$ cat src/rtl/qn_pkg.sv
// Shared constants, types and register codes for the quaternion normalizer.
`default_nettype none
package qn_pkg;

	localparam int FRAC_BITS = 14;
	localparam int COMP_W    = 16;
	localparam int NORM_W    = 17;
	localparam int SQ_W      = 2 * COMP_W - 1;
	localparam int SUM_W     = 2 * COMP_W + 1;
	localparam int RAD_W     = 2 * NORM_W;
	localparam int QUOT_W    = FRAC_BITS + 1;
	localparam int NUM_COMP  = 4;

	localparam logic [NORM_W-1:0] LOW_LIMIT_RESET  = NORM_W'(16220);
	localparam logic [NORM_W-1:0] HIGH_LIMIT_RESET = NORM_W'(16548);

	// Register index, taken from paddr[2]
	localparam logic REG_LOW  = 1'b0;
	localparam logic REG_HIGH = 1'b1;

	typedef logic signed [COMP_W-1:0] comp_t;

	typedef struct packed {
		comp_t [NUM_COMP-1:0] comp;
		logic [NORM_W-1:0]    norm;
		logic                 last;
	} front_item_t;

	typedef struct packed {
		logic [NORM_W-1:0] low;
		logic [NORM_W-1:0] high;
	} limits_t;

endpackage
`default_nettype wire

$ cat src/rtl/qn_front.sv
// Front end: accepts a quaternion, sums the squares and takes the floor square root.
`default_nettype none
module qn_front (
	input  logic                clk,
	input  logic                arst_n,
	input  logic                s_tvalid,
	output logic                s_tready,
	input  logic [63:0]         s_tdata,   // qx, qy, qz, qw
	input  logic                s_tlast,   // last_in_batch
	output qn_pkg::front_item_t item,
	output logic                push,
	input  logic                full
);
	import qn_pkg::*;

	typedef enum logic [3:0] {
		F_IDLE = 4'b0001,
		F_SQ   = 4'b0010,
		F_ROOT = 4'b0100,
		F_PUSH = 4'b1000
	} fstate_t;

	localparam int CNT_W = $clog2(NORM_W);

	fstate_t                    state_q;
	logic [CNT_W-1:0]           cnt_q;
	comp_t [NUM_COMP-1:0]       comp_q;
	logic                       last_q;
	logic [SQ_W-1:0]            prod_q;
	logic [SUM_W-1:0]           sum_q;
	logic [RAD_W-1:0]           rad_q;
	logic [NORM_W:0]            rem_q;
	logic [NORM_W-1:0]          root_q;

	logic                       accept;
	logic signed [2*COMP_W-1:0] square;
	logic [SUM_W-1:0]           sum_next;
	logic [NORM_W+2:0]          trial;
	logic [NORM_W+2:0]          tcmp;
	logic                       ge;

	assign s_tready = (state_q == F_IDLE) || ((state_q == F_PUSH) && !full);
	assign accept   = s_tvalid && s_tready;
	assign push     = (state_q == F_PUSH) && !full;

	assign item = {comp_q, root_q, last_q};

	assign square   = comp_q[cnt_q[1:0]] * comp_q[cnt_q[1:0]];
	assign sum_next = sum_q + SUM_W'(prod_q);

	// one root bit per cycle: bring down two radicand bits, try 4r+1
	assign trial = {rem_q, rad_q[RAD_W-1 -: 2]};
	assign tcmp  = {1'b0, root_q, 2'b01};
	assign ge    = trial >= tcmp;

	always_ff @(posedge clk or negedge arst_n) begin
		if (!arst_n) begin
			state_q <= F_IDLE;
			cnt_q   <= '0;
		end else begin
			unique case (state_q)
				F_IDLE, F_PUSH: begin
					if (accept) begin
						state_q <= F_SQ;
						cnt_q   <= '0;
					end else if (push) begin
						state_q <= F_IDLE;
					end
				end
				F_SQ: begin
					if (cnt_q == CNT_W'(NUM_COMP)) begin
						state_q <= F_ROOT;
						cnt_q   <= CNT_W'(NORM_W - 1);
					end else begin
						cnt_q <= cnt_q + CNT_W'(1);
					end
				end
				F_ROOT: begin
					if (cnt_q == '0) begin
						state_q <= F_PUSH;
					end else begin
						cnt_q <= cnt_q - CNT_W'(1);
					end
				end
				default: begin
					state_q <= F_IDLE;
				end
			endcase
		end
	end

	always_ff @(posedge clk) begin
		if (accept) begin
			for (int i = 0; i < NUM_COMP; i++) begin
				comp_q[i] <= s_tdata[COMP_W*i +: COMP_W];
			end
			last_q <= s_tlast;
			sum_q  <= '0;
		end else if (state_q == F_SQ) begin
			if (cnt_q != CNT_W'(NUM_COMP)) begin
				prod_q <= square[SQ_W-1:0];
			end
			if (cnt_q != '0) begin
				sum_q <= sum_next;
			end
			if (cnt_q == CNT_W'(NUM_COMP)) begin
				rad_q  <= RAD_W'(sum_next);
				rem_q  <= '0;
				root_q <= '0;
			end
		end else if (state_q == F_ROOT) begin
			rem_q  <= ge ? (NORM_W+1)'(trial - tcmp) : (NORM_W+1)'(trial);
			root_q <= {root_q[NORM_W-2:0], ge};
			rad_q  <= rad_q << 2;
		end
	end

endmodule
`default_nettype wire

$ cat src/rtl/qn_fifo.sv
// Two-entry queue between the front end and the divider back end.
`default_nettype none
module qn_fifo (
	input  logic                clk,
	input  logic                arst_n,
	input  logic                push,
	input  qn_pkg::front_item_t wr_item,
	output logic                full,
	input  logic                pop,
	output qn_pkg::front_item_t rd_item,
	output logic                empty
);
	import qn_pkg::*;

	front_item_t entry_q [2];
	logic        wr_ptr_q;
	logic        rd_ptr_q;
	logic [1:0]  count_q;

	assign full    = count_q == 2'd2;
	assign empty   = count_q == 2'd0;
	assign rd_item = entry_q[rd_ptr_q];

	always_ff @(posedge clk or negedge arst_n) begin
		if (!arst_n) begin
			wr_ptr_q <= 1'b0;
			rd_ptr_q <= 1'b0;
			count_q  <= 2'd0;
		end else begin
			if (push) begin
				wr_ptr_q <= ~wr_ptr_q;
			end
			if (pop) begin
				rd_ptr_q <= ~rd_ptr_q;
			end
			if (push && !pop) begin
				count_q <= count_q + 2'd1;
			end else if (pop && !push) begin
				count_q <= count_q - 2'd1;
			end
		end
	end

	always_ff @(posedge clk) begin
		if (push) begin
			entry_q[wr_ptr_q] <= wr_item;
		end
	end

endmodule
`default_nettype wire

$ cat src/rtl/qn_back.sv
// Back end: four divider lanes, limit check, batch flag and output register.
`default_nettype none
module qn_back (
	input  logic                clk,
	input  logic                arst_n,
	input  qn_pkg::front_item_t item,
	input  logic                empty,
	output logic                pop,
	input  qn_pkg::limits_t     limits,
	output logic                m_tvalid,
	input  logic                m_tready,
	output logic [87:0]         m_tdata,   // nx, ny, nz, nw, norm_value, zero pad
	output logic [1:0]          m_tuser,   // norm_ok, batch_ok
	output logic                m_tlast    // last_out
);
	import qn_pkg::*;

	typedef enum logic [2:0] {
		B_IDLE = 3'b001,
		B_DIV  = 3'b010,
		B_DONE = 3'b100
	} bstate_t;

	localparam int CNT_W = $clog2(QUOT_W);

	bstate_t                      state_q;
	logic [CNT_W-1:0]             cnt_q;
	logic                         run_ok_q;
	logic [NORM_W-1:0]            norm_q;
	logic                         ok_q;
	logic                         bok_q;
	logic                         last_q;
	logic [NUM_COMP-1:0]          neg_q;
	logic [NUM_COMP-1:0]          lsb_q;
	logic [NORM_W-1:0]            rem_q  [NUM_COMP];
	logic [QUOT_W-1:0]            quot_q [NUM_COMP];

	logic                         ok;
	logic                         bok;
	logic                         fire;
	logic [COMP_W-1:0]            mag    [NUM_COMP];
	logic [NORM_W:0]              part   [NUM_COMP];
	logic [NUM_COMP-1:0]          ge;
	logic [NUM_COMP-1:0][COMP_W-1:0] res;

	function automatic logic [COMP_W-1:0] finish(logic neg, logic [QUOT_W-1:0] q);
		logic [31:0] qe;
		qe = 32'(q);
		if (neg) begin
			if (qe > 32'd32768) qe = 32'd32768;
			return COMP_W'(32'd0 - qe);
		end
		if (qe > 32'd32767) qe = 32'd32767;
		return qe[COMP_W-1:0];
	endfunction

	assign pop  = (state_q == B_IDLE) && !empty;
	assign fire = (state_q == B_DONE) && (!m_tvalid || m_tready);

	assign ok  = (item.norm != '0) && (item.norm > limits.low) && (item.norm < limits.high);
	assign bok = run_ok_q && ok;

	always_comb begin
		for (int i = 0; i < NUM_COMP; i++) begin
			mag[i]  = item.comp[i][COMP_W-1] ? COMP_W'(-item.comp[i]) : item.comp[i];
			// only the first step brings down a dividend bit; the rest are zero
			part[i] = {rem_q[i], (cnt_q == CNT_W'(FRAC_BITS)) ? lsb_q[i] : 1'b0};
			ge[i]   = part[i] >= {1'b0, norm_q};
			res[i]  = (norm_q == '0) ? '0 : finish(neg_q[i], quot_q[i]);
		end
	end

	always_ff @(posedge clk or negedge arst_n) begin
		if (!arst_n) begin
			state_q  <= B_IDLE;
			cnt_q    <= '0;
			run_ok_q <= 1'b1;
			m_tvalid <= 1'b0;
		end else begin
			unique case (state_q)
				B_IDLE: begin
					if (pop) begin
						state_q  <= B_DIV;
						cnt_q    <= CNT_W'(FRAC_BITS);
						run_ok_q <= item.last ? 1'b1 : bok;
					end
				end
				B_DIV: begin
					if (cnt_q == '0) begin
						state_q <= B_DONE;
					end else begin
						cnt_q <= cnt_q - CNT_W'(1);
					end
				end
				B_DONE: begin
					if (fire) begin
						state_q <= B_IDLE;
					end
				end
				default: begin
					state_q <= B_IDLE;
				end
			endcase
			if (fire) begin
				m_tvalid <= 1'b1;
			end else if (m_tready) begin
				m_tvalid <= 1'b0;
			end
		end
	end

	always_ff @(posedge clk) begin
		if (pop) begin
			norm_q <= item.norm;
			ok_q   <= ok;
			bok_q  <= bok;
			last_q <= item.last;
			for (int i = 0; i < NUM_COMP; i++) begin
				neg_q[i]  <= item.comp[i][COMP_W-1];
				lsb_q[i]  <= mag[i][0];
				rem_q[i]  <= NORM_W'(mag[i] >> 1);
				quot_q[i] <= '0;
			end
		end else if (state_q == B_DIV) begin
			for (int i = 0; i < NUM_COMP; i++) begin
				rem_q[i]  <= ge[i] ? NORM_W'(part[i] - {1'b0, norm_q}) : part[i][NORM_W-1:0];
				quot_q[i] <= {quot_q[i][QUOT_W-2:0], ge[i]};
			end
		end
		if (fire) begin
			m_tdata <= {7'b0, norm_q, res[3], res[2], res[1], res[0]};
			m_tuser <= {bok_q, ok_q};
			m_tlast <= last_q;
		end
	end

endmodule
`default_nettype wire

$ cat src/rtl/quaternion_normalizer_top.sv
// Quaternion normalizer: stream ports, limit registers, front end, queue and back end.
// Input beat: s_tdata carries qx, qy, qz, qw (signed Q1.14), s_tlast marks the last
// quaternion of a batch. Output beat: m_tdata carries nx, ny, nz, nw and norm_value,
// m_tuser carries norm_ok and batch_ok, m_tlast copies the input's last mark.
// The front end works on one beat at a time, with one shared squarer and a bit-serial
// square root, and takes no new beat before it has handed the last one to the queue.
// The back end divides all four components in parallel and overlaps with the front
// end through a two-entry queue.
// The APB port holds norm_low_limit at address 0 and norm_high_limit at address 4;
// write them only while no beat is in flight.
// Reset clears the queue, the running batch flag (to one) and loads the default limits.
// When the receiver stalls, the output register holds its beat, the back end finishes
// one more item and waits, the queue fills, and then s_tready drops.
`default_nettype none
module quaternion_normalizer_top (
	input  logic        clk,
	input  logic        arst_n,
	input  logic        s_tvalid,
	output logic        s_tready,
	input  logic [63:0] s_tdata,   // qx, qy, qz, qw
	input  logic        s_tlast,   // last_in_batch
	output logic        m_tvalid,
	input  logic        m_tready,
	output logic [87:0] m_tdata,   // nx, ny, nz, nw, norm_value, zero pad
	output logic [1:0]  m_tuser,   // norm_ok, batch_ok
	output logic        m_tlast,   // last_out
	input  logic        psel,
	input  logic        penable,
	input  logic        pwrite,
	input  logic [2:0]  paddr,
	input  logic [31:0] pwdata,
	output logic [31:0] prdata,
	output logic        pready
);
	import qn_pkg::*;

	limits_t     limits_q;
	front_item_t push_item;
	front_item_t pop_item;
	logic        push;
	logic        pop;
	logic        full;
	logic        empty;
	logic        cfg_wr;

	assign pready = 1'b1;
	assign cfg_wr = psel && penable && pwrite;

	always_ff @(posedge clk or negedge arst_n) begin
		if (!arst_n) begin
			limits_q.low  <= LOW_LIMIT_RESET;
			limits_q.high <= HIGH_LIMIT_RESET;
		end else if (cfg_wr) begin
			unique case (paddr[2])
				REG_LOW:  limits_q.low  <= pwdata[NORM_W-1:0];
				REG_HIGH: limits_q.high <= pwdata[NORM_W-1:0];
				default:  ;
			endcase
		end
	end

	always_comb begin
		unique case (paddr[2])
			REG_LOW:  prdata = 32'(limits_q.low);
			REG_HIGH: prdata = 32'(limits_q.high);
			default:  prdata = '0;
		endcase
	end

	qn_front u_front (
		.clk      (clk),
		.arst_n   (arst_n),
		.s_tvalid (s_tvalid),
		.s_tready (s_tready),
		.s_tdata  (s_tdata),
		.s_tlast  (s_tlast),
		.item     (push_item),
		.push     (push),
		.full     (full)
	);

	qn_fifo u_fifo (
		.clk     (clk),
		.arst_n  (arst_n),
		.push    (push),
		.wr_item (push_item),
		.full    (full),
		.pop     (pop),
		.rd_item (pop_item),
		.empty   (empty)
	);

	qn_back u_back (
		.clk      (clk),
		.arst_n   (arst_n),
		.item     (pop_item),
		.empty    (empty),
		.pop      (pop),
		.limits   (limits_q),
		.m_tvalid (m_tvalid),
		.m_tready (m_tready),
		.m_tdata  (m_tdata),
		.m_tuser  (m_tuser),
		.m_tlast  (m_tlast)
	);

endmodule
`default_nettype wire

$ cat config.mk
export PLATFORM = sky130hd
export DESIGN_NAME = quaternion_normalizer_top
export DESIGN_NICKNAME = d
export VERILOG_FILES = /design/src/rtl/qn_pkg.sv /design/src/rtl/qn_front.sv /design/src/rtl/qn_fifo.sv /design/src/rtl/qn_back.sv /design/src/rtl/quaternion_normalizer_top.sv
export SDC_FILE = /design/constraint.sdc
export NUM_CORES = 2
export LEC_CHECK = 0
export BUFFER_PORTS_ARGS = -buffer_cell sky130_fd_sc_hd__buf_4
export CORE_ASPECT_RATIO = 1.1
export CORE_UTILIZATION = 45
export DETAILED_ROUTE_END_ITERATION = 6
export GPL_ROUTABILITY_DRIVEN = 1
export PLACE_DENSITY = 0.67
export RECOVER_POWER = 100
export SLEW_MARGIN = 30
export SYNTH_ARGS = -nofsm -noshare
export SYNTH_HDL_FRONTEND = slang
export SYNTH_SLANG_ARGS = --single-unit
export TNS_END_PERCENT = 5
$ cat constraint.sdc
create_clock -name clk -period 8.8 [get_ports clk]
set_input_delay 0 -clock clk [delete_from_list [all_inputs] [get_ports clk]]
set_output_delay 0 -clock clk [all_outputs]
set_load 0.02 [all_outputs]
Word-level counts from Yosys, hierarchy flattened
Memories as Yosys holds them, arrays and structs flattened.
Index checks and enable logic that the tools add are counted.
{ "op_classes": {"eq_ne": 20, "n_lt_le_gt_ge": 8, "n_bitwise": 16, "addsub": 19, "n_mux": 73, "n_reduce_logical": 44, "n_mul": 1} }
{ "op_table": {"columns": ["op", "count"], "rows": [
  ["17-bit 2-to-1 mux", 11],
  ["16-bit 2-to-1 mux", 9],
  ["15-bit 2-to-1 mux", 8],
  ["34-bit 2-to-1 mux", 3],
  ["18-bit by 17-bit greater-or-equal comparator with 1-bit output", 4],
  ["18-bit 2-to-1 mux", 4],
  ["17-bit subtractor", 4],
  ["16-bit negator", 4],
  ["32-bit one-hot mux with 2 select lines", 1],
  ["1-bit by 15-bit subtractor with 16-bit output, first input constant", 4],
  ["33-bit by 31-bit adder with 33-bit output", 1],
  ["16-bit binary-select mux with 2-bit select", 1],
  ["16-bit by 16-bit multiplier with 31-bit output", 1],
  ["4-bit 2-to-1 mux", 6],
  ["20-bit by 19-bit greater-or-equal comparator with 1-bit output", 1],
  ["1-bit 2-to-1 mux", 18],
  ["3-bit AND reduction", 6],
  ["18-bit subtractor", 1],
  ["17-bit > comparator", 1],
  ["17-bit zero test", 1],
  ["17-bit < comparator", 1],
  ["17-bit nonzero test", 1],
  ["5-bit 2-to-1 mux", 3],
  ["5-bit one-hot mux with 3 select lines", 1],
  ["37 further kinds", 86]
]} }
{ "totals": {"ramBits": 292, "elab_cells": 219, "mem_count": 3, "reg_bits": 366, "in_bits": 107} }
{ "mem_list": {"columns": ["memory", "depth", "width", "rd", "rd_ports_with_merged_regs", "wr", "line", "source"], "rows": [
  ["u_fifo.entry_q", 2, 82, 1, 0, 1, "qn_fifo.sv:15", "front_item_t entry_q [2];"],
  ["u_back.rem_q", 4, 17, 4, 0, 4, "qn_back.sv:35", "logic [NORM_W-1:0] rem_q [NUM_COMP];"],
  ["u_back.quot_q", 4, 15, 4, 0, 4, "qn_back.sv:36", "logic [QUOT_W-1:0] quot_q [NUM_COMP];"]
]} }

Longest topological paths before layout
{ "logic_depth": {"depth_word": 7, "depth_mapped": 31, "depth_no_buf": 27} }

Cells and area by module
Synthesis repeated with hierarchy kept, for this count alone.
{ "unflattened": {"hier_cells": 3860, "hier_area_um2": 43294.0} }
{ "modules_own_cells": {"columns": ["mod", "area_each_um2", "seq_area_each_um2", "n_inst", "cells_per_inst"], "rows": [
  ["qn_front", 19002.0, 5811.8, 1, 1899],
  ["qn_back", 16146.7, 7434.6, 1, 1581],
  ["qn_fifo", 6453.7, 5024.8, 1, 271],
  ["quaternion_normalizer_top", 1691.6, 868.3, 1, 109]
]} }

Worst setup path before layout
Ideal clock, no wire load.
{ "synth_timing": {"path_kind": "reg-to-reg", "start": "reg u_front.cnt_q[0]", "end": "reg u_front.prod_q[30] (data pin)", "t_arrival_ps": 7365, "path_slack_ps": 1175, "stages_incl_launch_ff": 26, "synth_period_minus_slack_ps": 7625, "required_time_ps": 8540, "setup_ps": 260, "cell_sequence": "dfrtp_1 clkbuf_1 buf_2 mux2_2 o21ai_1 clkbuf_1 nor2_1 fa_1 inv_1 fa_1 inv_1 fa_1 fa_1 fa_1 inv_1 fa_1 inv_1 ha_1 o2111a_1 a21o_1 a211o_1 o221ai_1 a21oi_1 a221o_1 a21oi_1 xnor2_1"} }
{ "synth_between": {"elab_chain_cells": 3} }
{ "synth_lines": {"columns": ["item", "line", "source"], "rows": [
  ["start, declared", "qn_front.sv:26", "logic [CNT_W-1:0] cnt_q;"],
  ["start signal, assigned", "qn_front.sv:73", "cnt_q <= CNT_W'(NORM_W - 1);"],
  ["start signal, assigned", "qn_front.sv:75", "cnt_q <= cnt_q + CNT_W'(1);"],
  ["start signal, assigned", "qn_front.sv:82", "cnt_q <= cnt_q - CNT_W'(1);"],
  ["16-bit binary-select mux with 2-bit select", "qn_front.sv:48", "assign square = comp_q[cnt_q[1:0]] * comp_q[cnt_q[1:0]];"],
  ["16-bit 2-to-1 mux (not written as such)", "qn_front.sv:48", null],
  ["16-bit by 16-bit multiplier with 31-bit output", "qn_front.sv:48", null],
  ["net u_front.square[30]", "qn_front.sv:36", "logic signed [2*COMP_W-1:0] square;"],
  ["end signal, assigned", "qn_front.sv:101", "prod_q <= square[SQ_W-1:0];"],
  ["end, declared", "qn_front.sv:29", "logic [SQ_W-1:0] prod_q;"]
]} }
The timed path passes the listed nets, and every way through them passes these cells. The select of a mux whose other input is x is not followed.
A chain may end at the register's enable or synchronous reset.

Worst setup path after layout
{ "layout_timing": {"start": "reg u_front.cnt_q[0]", "end": "reg u_front.prod_q[29] (data pin)"} }
The elaborated chain is that of the path after synthesis.

==> results.sh <==
export IMPL_crit_path_frequent_cell="fa_1"
export IMPL_synth_enable_flop_cells=568
export IMPL_arrival_ps=8430
export IMPL_grt_use_total_pct=20.7
export IMPL_final_setup_tns_ps=0
export IMPL_fin_nets=4819
export IMPL_dieHeight_um=326
export IMPL_drc=0
export IMPL_htree_levels=3
export IMPL_grt_overflow_total=0
export IMPL_synth_cell_type_count=86
export IMPL_n_fill_cell=8533
export IMPL_via_per_inst=5.24
export IMPL_ys_warn_count=0
export IMPL_crit_type="flip-flop to flip-flop"
export IMPL_cp_start_kind="flip-flop"
export IMPL_ioPinCount=233
export IMPL_maxSlewHeadroom_pct=-140
export IMPL_synth_ff_latch_count=657
export IMPL_ys_top_cells_by_count="edfxtp_1, inv_1, nor2_1"
export IMPL_yosys_area_top_type="edfxtp_1"
export IMPL_cts_setup_buffers=0
export IMPL_wl_per_cell_um=17.8
export IMPL_syn2layout_area_growth_pct=12.6
export IMPL_numCtsBuffers=74
export IMPL_setup_viol=0
export IMPL_num_vias=29074
export IMPL_core_mm2=0.0942
export IMPL_ant_nets=0
export IMPL_clk_latency_ps=640
export IMPL_post_route_period_util_pct=91.4
export IMPL_rsz0062_at_grt="no"
export IMPL_failed_checks="capacitance limit, slew limit"
export IMPL_cts_tree="built"
export IMPL_die_width_um=296
export IMPL_finalNonFillerCells=5547
export IMPL_grt_pass1_wl_um=157000
export IMPL_status="finished, violations left"
export IMPL_avgSynthCellArea_um2=10.9
export IMPL_drt_iter0_drc=1632
export IMPL_worst_hold_path_type="input port to flip-flop"
export IMPL_gp_congestion=0.922
export IMPL_clock_path_buffers=3
export IMPL_critPathMaxStageDelay_ps=830
export IMPL_synth_seq_area_share_pct=44.7
export IMPL_num_rows=118
export IMPL_initial_core_util_pct=45.5
export IMPL_grt_pass1_vias=28798
export IMPL_endpoint_kind="flip-flop"
export IMPL_synth_most_common_cell="edfxtp_1"
export IMPL_syn_inst=3946
export IMPL_cts_repair_resized=0
export IMPL_required_ps=9180
export IMPL_drive_gt1_share_pct=6.79
export IMPL_hold_viol_final=0
export IMPL_hold_worst_slack_ps=94.8
export IMPL_fin_worst_skew_ps=27.7
export IMPL_postLayoutCoreUtil_pct=51.2
export IMPL_slew_violations=1095
export IMPL_postSynth_asyncResetShare_pct=8.52
export IMPL_grt_max_degree=86
export IMPL_die_area_mm2=0.0964
export IMPL_synthesis_area_mm2=0.0428
export IMPL_antenna_found_initial=1
export IMPL_cts_sinks=657
export IMPL_clk_pin_slew_ps=60
export IMPL_maxCapViolations=24
export IMPL_fmax_ghz=0.124
export IMPL_place_inst=5322
export IMPL_synth_top_cell_area_share_pct=39.8
export IMPL_synth_main_ff_cell="edfxtp_1"
export IMPL_synthTopCellsByArea="edfxtp_1, fa_1, ha_1"
export IMPL_port_buffers=192
export IMPL_cp_slowest_cell="dfrtp_2"
export IMPL_post_dp_hpwl_um=73800
export IMPL_dr_pass1_iters=6
export IMPL_wirelength_um=99000
export IMPL_cts_root_buffer="clkbuf_16"
export IMPL_finalCriticalPeriod_ps=8040
export IMPL_crit_fanout=29
export IMPL_worst_slew_pin_slew_ps=3610
[timing repair]
| item | in CTS | in global routing |
|---|---|---|
| endpoints found under the hold margin | 161 | 0 |
| hold buffers | 87 | 0 |
| setup endpoints to repair | 0 | 0 |
[per-layer routing]
metal / global-route usage, % / wire length (um)
met5: 0 / 0
met4: 6.81 / 2880
met3: 3.40 / 5300
met2: 34.7 / 48300
met1: 27.1 / 42500
[state kept, by name, indices dropped and copies added (netlist names), 2 cells and up]
signal           flops
u_back.m_tdata      81
u_front.item        64
u_back.cnt_q         4
u_back.lsb_q         4
u_front.cnt_q        5
limits_q            34
u_fifo.entry_q     164
u_front.state_q      4
u_front.rem_q       18
u_back.m_tuser       2
u_back.norm_q       17
u_back.neg_q         4
u_front.rad_q       34
u_back.rem_q        68
u_front.sum_q       33
u_front.prod_q      30
u_back.state_q       3
u_back.quot_q       60
u_fifo.count_q       2
u_front.root_q      17
[stage by stage]
step,cell area (um2),setup WS (ps)
2_1_floorplan,42900,1180
3_3_place_gp,45600,833
3_5_place_dp,45600,808
4_1_cts,48900,786
5_1_grt,48200,306
6_report,48200,757
[worst max-delay path: cells and delay by family, from the launching register on]
| family | cells | cell delay [ps] |
|---|---|---|
| fa+ha+maj | 7 | 3150 |
| compound gates | 8 | 2160 |
| flops | 1 | 830 |
| buf+inv | 5 | 540 |
| xor+xnor | 2 | 460 |
| simple gates | 2 | 310 |
| mux | 1 | 290 |
[layout make-up]
type	instances	area [um2]	area share, %
Timing Repair Buffer	324	2070	4.29
Clock buffer	89	1920	3.98
Tap cell	1260	1580	3.27
Clock inverter	46	422	0.875
Antenna cell	1	2.50	0.00519
Sequential cell	657	19100	39.7
Multi-Input combinational cell	2688	21300	44.1
Inverter	482	1810	3.76
[cell families after synthesis]
family	Yosys count	share of synthesized area, %
adder cells (fa/ha/maj)	485	18.3
AO/OA/AOI/OAI	703	10.2
AND/OR/NAND/NOR	1044	11.3
multiplexers	192	4.77
buffers and inverters	622	5.81
flip-flops	657	44.7
other	2	0.0175
XOR/XNOR	241	4.95
[final timing paths]
| check | from | end | slack, ps | cells past startpoint |
|---|---|---|---|---|
| setup reg to reg | u_front.cnt_q[0]$_DFFE_PN0P_ | u_front.prod_q[29]$_DFFE_PP_ | 760 | 25 |
| setup / recovery | u_front.cnt_q[0]$_DFFE_PN0P_ | u_front.prod_q[29]$_DFFE_PP_ | 760 | 25 |
| min in group asynchronous | arst_n | limits_q[31]$_DFFE_PN0P_ | 1620 | 3 |
| max in group asynchronous | arst_n | u_front.cnt_q[0]$_DFFE_PN0P_ | 5040 | 3 |
| hold reg to reg | u_back.bok_q$_DFFE_PP_ | u_back.m_tuser[1]$_DFFE_PP_ | 410 | 0 |
| hold / removal | s_tdata[38] | u_front.item[56]$_DFFE_PP_ | 90 | 2 |
[placed cells by master, fill, tap and decap left out, types with 43 or more instances in the layout]
master / count
fa_1: 233
mux2_2: 58
mux2i_1: 115
a21oi_1: 179
nor2_1: 341
dlygate4sd3_1: 87
xor2_1: 119
xnor2_1: 121
nand3_1: 52
clkbuf_1: 169
ha_1: 252
o21ai_0: 233
and2_0: 46
nor3_1: 79
buf_4: 43
inv_1: 475
clkbuf_16: 74
nand2_1: 298
a21o_1: 50
edfxtp_1: 568
Power is left out: the tool's default activity adds up to more than one toggle a clock period on the data nets, which glitch-free logic cannot reach.
